**config.mk**
```make
export PLATFORM = sky130hd
export DESIGN_NAME = empty_marker_table_top
export DESIGN_NICKNAME = d
export VERILOG_FILES = /design/src/hdl/emt_pkg.sv /design/src/hdl/emt_cell.sv /design/src/hdl/empty_marker_table_top.sv
export SDC_FILE = /design/constraint.sdc
export NUM_CORES = 2
export LEC_CHECK = 0
export BUFFER_PORTS_ARGS = -buffer_cell sky130_fd_sc_hd__buf_2
export CAP_MARGIN = 20
export CORE_MARGIN = 4
export CORE_UTILIZATION = 30
export CTS_CLUSTER_SIZE = 25
export DETAILED_ROUTE_END_ITERATION = 8
export PLACE_DENSITY = 0.48
export SYNTH_ARGS = -nofsm -noshare
export SYNTH_HDL_FRONTEND = slang
export SYNTH_SLANG_ARGS = --single-unit
```
**constraint.sdc**
```tcl
create_clock -name clk -period 4.4 [get_ports clk]
set_input_delay 0.66 -clock clk [delete_from_list [all_inputs] [get_ports clk]]
set_output_delay 0.66 -clock clk [all_outputs]
set_load 0.1 [all_outputs]
```
**src/hdl/emt_pkg.sv**
```systemverilog
// Shared types and constants for the empty-marker table.
`timescale 1ns / 1ps
`default_nettype none

package emt_pkg;

  localparam int unsigned ENTRIES_DEFAULT = 8;

  localparam int unsigned SRC_W   = 8;
  localparam int unsigned NIGHT_W = 64;
  localparam int unsigned DUR_W   = 32;
  localparam int unsigned CNT_W   = 32;

  // Input request packing, lowest bit first.
  localparam int unsigned CMD_LSB   = 0;
  localparam int unsigned SRC_LSB   = 2;
  localparam int unsigned NIGHT_LSB = SRC_LSB + SRC_W;
  localparam int unsigned DUR_LSB   = NIGHT_LSB + NIGHT_W;
  localparam int unsigned CNT_LSB   = DUR_LSB + DUR_W;
  localparam int unsigned IN_BITS   = CNT_LSB + CNT_W;
  localparam int unsigned IN_DATA_W = ((IN_BITS + 7) / 8) * 8;
  localparam int unsigned OUT_DATA_W = 8;

  typedef enum logic [1:0] {
    CMD_CLEAR  = 2'd0,
    CMD_NOTE   = 2'd1,
    CMD_QUERY  = 2'd2,
    CMD_UNUSED = 2'd3
  } cmd_t;

  // A request as it walks down the row of cells. The hit flag means "written"
  // for a note and "full match found" for a query.
  typedef struct packed {
    logic               valid;
    cmd_t               cmd;
    logic [SRC_W-1:0]   src;
    logic [NIGHT_W-1:0] night;
    logic [DUR_W-1:0]   dur;
    logic [CNT_W-1:0]   cnt;
    logic               hit;
  } token_t;

endpackage

`default_nettype wire

```
**src/hdl/emt_cell.sv**
```systemverilog
// One marker cell: holds one entry and processes the request passing through.
`timescale 1ns / 1ps
`default_nettype none

module emt_cell (
  input  wire logic          clk,
  input  wire logic          rst,
  input  emt_pkg::token_t    tok_in,
  input  emt_pkg::token_t    fill,
  output emt_pkg::token_t    tok_out
);

  logic [emt_pkg::SRC_W-1:0]   e_src;
  logic [emt_pkg::NIGHT_W-1:0] e_night;
  logic [emt_pkg::DUR_W-1:0]   e_dur;
  logic [emt_pkg::CNT_W-1:0]   e_cnt;
  logic                        e_keyed;

  emt_pkg::token_t tok_next;
  logic            clr;
  logic            wr;
  logic            same_slot;

  assign same_slot = (e_src == tok_in.src) && (e_night == tok_in.night);

  always_comb begin
    tok_next = tok_in;
    clr      = 1'b0;
    wr       = 1'b0;
    if (tok_in.valid) begin
      case (tok_in.cmd)
        emt_pkg::CMD_CLEAR: begin
          clr = (tok_in.night == '0) || (e_night == tok_in.night);
        end
        emt_pkg::CMD_NOTE: begin
          if (!tok_in.hit && (same_slot || (e_night == '0))) begin
            wr           = 1'b1;
            tok_next.hit = 1'b1;
          end
        end
        emt_pkg::CMD_QUERY: begin
          if (same_slot && e_keyed && (e_dur == tok_in.dur) && (e_cnt == tok_in.cnt)) begin
            tok_next.hit = 1'b1;
          end
        end
        default: begin
        end
      endcase
    end
  end

  // The fill port is the table-full fallback write; it never coincides with
  // a request in this cell.
  always_ff @(posedge clk) begin
    if (rst) begin
      e_src   <= '0;
      e_night <= '0;
      e_dur   <= '0;
      e_cnt   <= '0;
      e_keyed <= 1'b0;
    end else if (fill.valid) begin
      e_src   <= fill.src;
      e_night <= fill.night;
      e_dur   <= fill.dur;
      e_cnt   <= fill.cnt;
      e_keyed <= 1'b1;
    end else if (wr) begin
      e_src   <= tok_in.src;
      e_night <= tok_in.night;
      e_dur   <= tok_in.dur;
      e_cnt   <= tok_in.cnt;
      e_keyed <= 1'b1;
    end else if (clr) begin
      e_src   <= '0;
      e_night <= '0;
      e_dur   <= '0;
      e_cnt   <= '0;
      e_keyed <= 1'b0;
    end
  end

  always_ff @(posedge clk) begin
    if (rst) begin
      tok_out.valid <= 1'b0;
    end else begin
      tok_out.valid <= tok_next.valid;
    end
    tok_out.cmd   <= tok_next.cmd;
    tok_out.src   <= tok_next.src;
    tok_out.night <= tok_next.night;
    tok_out.dur   <= tok_next.dur;
    tok_out.cnt   <= tok_next.cnt;
    tok_out.hit   <= tok_next.hit;
  end

endmodule

`default_nettype wire

```
**src/hdl/empty_marker_table_top.sv**
```systemverilog
// Top level of the empty-marker table: input stage, row of cells, result stage.
// Path: an accepted request walks the row one cell per cycle, then passes the
// pending stage and the output register before its result is offered.
// Occupancy: one request in the row at a time; a new request is taken only
// once the last result has moved into the output register.
// Reset: synchronous, active high; every marker is emptied at once and no
// clearing pass is needed.
`timescale 1ns / 1ps
`default_nettype none

module empty_marker_table_top #(
  parameter int unsigned ENTRIES = emt_pkg::ENTRIES_DEFAULT
) (
  input  wire logic                            clk,
  input  wire logic                            rst,
  // Request side.
  input  wire logic                            s_tvalid,
  output logic                                 s_tready,
  // s_tdata, lowest bit up: command[1:0], source_id[9:2], night_start[73:10],
  // duration_minutes[105:74], interval_count[137:106], zero fill[143:138].
  input  wire logic [emt_pkg::IN_DATA_W-1:0]   s_tdata,
  // Result side.
  output logic                                 m_tvalid,
  input  wire logic                            m_tready,
  // m_tdata, lowest bit up: confirmed[0], zero fill[7:1].
  output logic [emt_pkg::OUT_DATA_W-1:0]       m_tdata
);

  // tok[i] feeds cell i; tok[ENTRIES] is the registered output of the last
  // cell, where the request leaves the row.
  emt_pkg::token_t tok [0:ENTRIES];
  emt_pkg::token_t fill0;
  emt_pkg::token_t no_fill;
  emt_pkg::token_t tail;

  logic             busy;
  logic             accept;
  logic             pend_valid;
  logic             pend_confirmed;
  logic             out_confirmed;
  logic             pend_move;
  logic [ENTRIES:0] tok_valid;

  assign accept   = s_tvalid && s_tready;
  // A request is taken only when the row and the pending stage are empty; a
  // result still waiting on the master side does not hold up the next one.
  assign s_tready = !busy;

  always_comb begin
    tok[0].valid = accept;
    tok[0].cmd   = emt_pkg::cmd_t'(s_tdata[emt_pkg::CMD_LSB +: 2]);
    tok[0].src   = s_tdata[emt_pkg::SRC_LSB +: emt_pkg::SRC_W];
    tok[0].night = s_tdata[emt_pkg::NIGHT_LSB +: emt_pkg::NIGHT_W];
    tok[0].dur   = s_tdata[emt_pkg::DUR_LSB +: emt_pkg::DUR_W];
    tok[0].cnt   = s_tdata[emt_pkg::CNT_LSB +: emt_pkg::CNT_W];
    tok[0].hit   = 1'b0;
  end

  assign tail = tok[ENTRIES];

  // When a note leaves the row without finding a matching or free marker,
  // marker 0 is overwritten in that same cycle. Cell 0 is idle then, since
  // only one request is in the row.
  always_comb begin
    fill0       = tail;
    fill0.valid = tail.valid && (tail.cmd == emt_pkg::CMD_NOTE) && !tail.hit;
  end

  assign no_fill = '0;

  for (genvar i = 0; i < ENTRIES; i++) begin : g_cell
    emt_cell u_cell (
      .clk     (clk),
      .rst     (rst),
      .tok_in  (tok[i]),
      .fill    ((i == 0) ? fill0 : no_fill),
      .tok_out (tok[i+1])
    );
  end

  for (genvar i = 0; i <= ENTRIES; i++) begin : g_vld
    assign tok_valid[i] = tok[i].valid;
  end

  // The pending stage holds the finished result until the output register is
  // free, so the row never has to stall.
  assign pend_move = pend_valid && (!m_tvalid || m_tready);

  always_ff @(posedge clk) begin
    if (rst) begin
      busy       <= 1'b0;
      pend_valid <= 1'b0;
      m_tvalid   <= 1'b0;
    end else begin
      if (accept) begin
        busy <= 1'b1;
      end else if (pend_move) begin
        busy <= 1'b0;
      end
      if (tail.valid) begin
        pend_valid <= 1'b1;
      end else if (pend_move) begin
        pend_valid <= 1'b0;
      end
      if (pend_move) begin
        m_tvalid <= 1'b1;
      end else if (m_tready) begin
        m_tvalid <= 1'b0;
      end
    end
  end

  always_ff @(posedge clk) begin
    if (tail.valid) begin
      pend_confirmed <= (tail.cmd == emt_pkg::CMD_QUERY) && tail.hit;
    end
    if (pend_move) begin
      out_confirmed <= pend_confirmed;
    end
  end

  assign m_tdata = {{(emt_pkg::OUT_DATA_W-1){1'b0}}, out_confirmed};

`ifndef SYNTHESIS
  // Only one request may ever be inside the row.
  a_one_token: assert property (@(posedge clk) disable iff (rst) $onehot0(tok_valid))
    else $error("more than one request in the cell row");

  // The pending stage must be empty when a request leaves the row.
  a_pend_free: assert property (@(posedge clk) disable iff (rst)
    tail.valid |-> !pend_valid)
    else $error("result arrived while pending stage full");

  // A waiting result keeps the block busy so no new request overtakes it.
  a_pend_busy: assert property (@(posedge clk) disable iff (rst)
    pend_valid |-> busy)
    else $error("pending result without busy");

  // An accepted request is tracked as busy from the next cycle on.
  a_accept_busy: assert property (@(posedge clk) disable iff (rst)
    accept |=> busy && !s_tready)
    else $error("request accepted but block not busy");
`endif

endmodule

`default_nettype wire
```
After elaboration in Yosys (flattened, before gate mapping) --
Cells that the tools add are included.
Storage, ports and cells: bits in registers 2221, word-level logic and storage cells 409
Cells by class: equality and inequality tests 50, muxes and demuxes 152, reduce and logical (&&, ||, !) cells 106
Operators with widths (number):
- 64-bit two-way mux | 17
- 64-bit zero test | 16
- 32-bit two-way mux | 26
- 32-bit equality test | 16
- 64-bit equality test | 8
- 8-bit two-way mux | 17
- 1-bit two-way mux | 84
- 8-bit equality test | 8
- 1-bit logical AND | 44
- 2-bit nonzero test | 10
- 2-bit by 1-bit equality test with 1-bit output (second input constant) | 9
- 2-bit equality test (second input constant) | 9
- 1-bit logical OR | 17
- 2-bit zero test | 8
- 1-bit one-hot mux with 2 select lines | 8
- 1-bit zero test | 10
- 3-bit nonzero test | 1

Logic depth before layout (Yosys ltp) --
depth in word-level cells 8, gate-level depth with buffers 11, depth with buffers taken out 9

Modules after synthesis --
A second synthesis with hierarchy kept.
Unflattened totals: cells, all modules 9666, area total of the unflattened synthesis 95718.1 sq um
By module, submodules not included:
- emt_cell | times used 8, cells each 1205, area an instance 11930.2 sq um, seq. area each 5545.3 sq um
- empty_marker_table_top | times used 1, cells each 26, area an instance 276.5 sq um, seq. area each 120.1 sq um

Worst setup path after synthesis --
Ideal clock, no wire load.
kind input port to flip-flop, start input port s_tdata[25] (netlist name), end register g_cell[0].u_cell.e_cnt[0] (netlist name), setup time 0.114 ns, arrival 2.510 ns, data required time 4.286 ns, slack 1.776 ns, stages 9, cells stage by stage xnor2_1 -> nand4_1 -> nor4_1 -> nand4_1 -> o31ai_2 -> nor2_1 -> clkbuf_1 -> buf_2 -> a21o_1
Between the ends: cells in the longest elaborated chain, start to end 8, elaborated cells on any way between the ends 13, classes of those cells eq/ne: 1; mux: 7; reduce/logical: 5
RTL lines:
- from (decl) | line empty_marker_table_top.sv:21 | input wire logic [emt_pkg::IN_DATA_W-1:0] s_tdata,
- 64-bit equality test | line emt_cell.sv:24, emt_cell.sv:33
- 1-bit logical AND | line emt_cell.sv:24 | assign same_slot = (e_src == tok_in.src) && (e_night == tok_in.night);
- 1-bit logical OR | line emt_cell.sv:36 | if (!tok_in.hit && (same_slot || (e_night == '0))) begin
- 1-bit two-way mux | line emt_cell.sv:36
- 1-bit two-way mux | line emt_cell.sv:31 | case (tok_in.cmd)
- 1-bit two-way mux | line emt_cell.sv:30 | if (tok_in.valid) begin
- 32-bit two-way mux | line emt_cell.sv:67 | end else if (wr) begin
- 32-bit two-way mux | line emt_cell.sv:61 | end else if (fill.valid) begin
- to (signal assigned) | line emt_cell.sv:65 | e_cnt <= fill.cnt;
- to (signal assigned) | line emt_cell.sv:71 | e_cnt <= tok_in.cnt;
- to (decl) | line emt_cell.sv:16 | logic [emt_pkg::CNT_W-1:0] e_cnt;
Parallel ways exist; a longest one is shown, timed or not. A chain may end at the register's enable or synchronous reset.

Final worst setup path --
start register g_cell[0].u_cell.tok_out[74] (netlist name), end register g_cell[1].u_cell.e_night[57] (netlist name)
Between the ends: cells in the longest elaborated chain, start to end 8, elaborated cells on any way between the ends 13, classes of those cells eq/ne: 1; mux: 6; reduce/logical: 6
RTL lines:
- from (decl) | line emt_cell.sv:10 | output emt_pkg::token_t tok_out
- 64-bit equality test | line emt_cell.sv:24, emt_cell.sv:33
- 1-bit logical AND | line emt_cell.sv:24
- 1-bit logical OR | line emt_cell.sv:36
- 1-bit logical AND | line emt_cell.sv:36
- 1-bit two-way mux | line emt_cell.sv:36
- 1-bit two-way mux | line emt_cell.sv:31
- 1-bit two-way mux | line emt_cell.sv:30
- 64-bit two-way mux or 2-bit nonzero test (tied branches)
- to (signal assigned) | line emt_cell.sv:63 | e_night <= fill.night;
- to (signal assigned) | line emt_cell.sv:69 | e_night <= tok_in.night;
- to (decl) | line emt_cell.sv:14 | logic [emt_pkg::NIGHT_W-1:0] e_night;
Parallel ways exist; a longest one is shown, timed or not.

==> summary.md <==
| Metric | Value |
|---|---|
| Status | `completed` |
| Met3 Use GR | `0.0299` |
| CTS resizes | `0` |
| Via count | `47543` |
| Routed length per placed instance | `25.6 microns` |
| H-tree levels | `4` |
| Busiest grt layer | `met2` |
| Setup CP Type | `flip-flop to flip-flop` |
| Final setup viols | `0` |
| Row count | `179` |
| First-pass GRT wire length | `343000 microns` |
| Port Buf Inserts | `144` |
| Drt via density | `5.04` |
| Starting Density | `0.301` |
| Clock sinks | `2221` |
| VDD IR max | `0.362 mV` |
| Syn Area/Cell | `12.4 sq um` |
| EDFF count, synth | `2` |
| Clk slew on worst S/H paths | `0.07 ns` |
| Synth async-reset ratio | `0` |
| Pleak | `35.1 nW` |
| Post-Syn Area | `71600 sq um` |
| TNS Setup | `0 ns` |
| Drt first pass iters | `5` |
| Slew headroom | `0.287` |
| Routed WL | `242000 microns` |
| PwrDens | `520 nW/um^2` |
| Root Buffer | `clkbuf_16` |
| CP required | `5.13 ns` |
| Netlist cell types | `58` |
| Fin Clk Skew | `0.0320 ns` |
| Initial antenna violation count | `19` |
| Filler instances | `23131` |
| Drc violations | `0` |
| Number of global-route vias before repair | `46239` |
| Commonest non-fill, non-tap cells in the layout | `dfxtp_1, a22o_1, xor2_1` |
| Layout area overhead | `18.8%` |
| CP Max Fanout | `72` |
| Worst hold path type | `primary input to flip-flop` |
| Pin count of the biggest net entering global routing | `131` |
| Synthesis Warnings | `0` |
| Sequential area share after synthesis | `0.621` |
| #FFs+latches synth | `2221` |
| Max-slew violations | `0` |
| Commonest non-fill, non-tap cell in the layout | `dfxtp_1` |
| Global-route met1 utilization | `0.256` |
| IO Pins | `158` |
| Antenna viol nets, final | `0` |
| Die width | `497 microns` |
| Final hold viol count | `0` |
| Cells after Synth | `5771` |
| Part of the cycle the worst path needs | `0.868` |
| DP Wirelength | `178000 microns` |
| Max Fclk | `262 MHz` |
| Post-layout net count | `6250` |
| Main synth FF type | `dfxtp_1` |
| CP arrival | `4.55 ns` |
| Worst-Skew Late Latency | `0.84 ns` |
| Period minus WS final | `3.82 ns` |
| Measured slew at the worst slew-check pin | `1.06 ns` |
| Overflow after GRT | `0` |
| CP Capture Type | `flip-flop` |
| Layout cell share with drive strength beyond 1 | `0.104` |
| Chip height | `497 microns` |
| Die area | `247000 sq um` |
| RSZ-0062 raised after global routing | `false` |
| Setup Fix Bufs, Post-CTS | `0` |
| Core Box Area | `238000 sq um` |
| Maxcap violations | `0` |
| Clock buffer depth | `3` |
| CP Launch Type | `flip-flop` |
| Hold slack | `0.0663 ns` |
| GR Util met2 | `0.312` |
| 1st-iter DRT viols | `4128` |
| GRT Total Usage | `0.190` |
| Reg area | `44500 sq um` |
| TritonCTS clock tree | `yes` |
| Multi-input combinational cell area | `25600 sq um` |
| Gpl congestion | `0.908` |
| CTS Buf Count | `211` |
[report_power, final]
| part | switching (mW) | total (mW) | internal (mW) |
|---|---|---|---|
| clock network | 8.16 | 20.0 | 11.8 |
| registers | 1.11 | 22.0 | 20.9 |
| logic | 1.33 | 2.25 | 0.920 |
| total | 10.6 | 44.2 | 33.6 |
[Yosys cell counts (all sizes together), types with 13 or more instances]
| cell | instances | area (sq um) |
|---|---|---|
| dfxtp | 2219 | 44400 |
| a22o | 1091 | 9560 |
| xor2 | 658 | 5760 |
| nor4 | 473 | 3000 |
| xnor2 | 331 | 2900 |
| nand4 | 193 | 1210 |
| buf | 139 | 761 |
| a21o | 133 | 998 |
| clkbuf | 124 | 465 |
| inv | 117 | 439 |
| o22ai | 31 | 194 |
| nor2 | 27 | 101 |
| ha | 24 | 300 |
| nand2 | 24 | 90.1 |
| o2bb2ai | 22 | 193 |
| a21oi | 19 | 98.9 |
| nor3 | 17 | 85.1 |
| a221oi | 13 | 114 |
| nor2b | 13 | 81.3 |
[sequential cells by signal, indices dropped and copies added, names as in the netlist]
signal                 count
out_confirmed              1
g_cell.u_cell.tok_out   1120
g_cell.u_cell.e_dur      256
pend_valid                 1
g_cell.u_cell.e_src       64
g_cell.u_cell.e_cnt      256
m_tvalid                   1
g_cell.u_cell.e_keyed      8
pend_confirmed             1
g_cell.u_cell.e_night    512
busy                       1
[cell type report]
class / count / share of cell area
flip-flops and latches: 2221 / 0.523
diodes: 9 / 0.000265
repair buffers: 351 / 0.0331
clock inverters: 96 / 0.0179
multi-input cells: 3175 / 0.301
inverters: 118 / 0.00521
well taps: 3167 / 0.0466
clock buffers: 300 / 0.0729
[per-stage QoR]
stage	setup WS, ns	total power, mW	instances	instance area, sq um	utilization
after global routing	0.439	45.6	9428	85000	0.358
after detailed placement	0.731	24.6	8932	76300	0.321
final	0.583	44.2	9437	85000	0.358
after global placement	0.767	24.6	8932	76300	0.321
after floorplan	1.78	23.1	5777	71600	-
after CTS	0.710	44.6	9427	85000	0.358
[repair_timing]
| action | 4_1_cts | 5_1_grt |
|---|---|---|
| endpoints found under the hold margin | 99 | 0 |
| hold buffers | 99 | 0 |
| endpoints found under the setup margin | 0 | 0 |
[metal layers]
metal / vias to the layer above / share of wire
li1: 21951 / -
met4: 4 / 0.034
met5: - / 0.00011
met1: 23596 / 0.45
met2: 1599 / 0.47
met3: 393 / 0.052
[path summary, 6_finish.rpt]
| kind | endpoint | slack, ns | cells after the start | startpoint |
|---|---|---|---|---|
| setup / recovery | g_cell[1].u_cell.e_night[57] | 0.58 | 9 | g_cell[0].u_cell.tok_out[74] |
| hold / removal | g_cell[0].u_cell.tok_out[55] | 0.07 | 1 | s_tdata[96] |
| setup reg to reg | g_cell[1].u_cell.e_night[57] | 0.58 | 9 | g_cell[0].u_cell.tok_out[74] |
| hold reg to reg | g_cell[5].u_cell.tok_out[15] | 0.36 | 0 | g_cell[4].u_cell.tok_out[15] |
[critical path, stage by stage, from the launching register on]
cell,delay [ns]
dfxtp_1,0.46
xor2_1,0.10
nor4_1,0.71
nand4_1,0.21
nor4_2,0.54
buf_4,0.29
a31oi_1,0.20
o211a_4,0.32
buf_4,0.34
a22o_1,0.38
[cells by family after synthesis]
kind of cell             count (synthesis)  synth area share
adder cells (fa/ha/maj)                 24           0.00419
AND/OR/NAND/NOR                        785            0.0672
XOR/XNOR                               989             0.121
other                                    1         0.0000524
flip-flops                            2221             0.621
buffers and inverters                  381            0.0233
AO/OA/AOI/OAI                         1370             0.163
(Power assumes the default switching activity.)
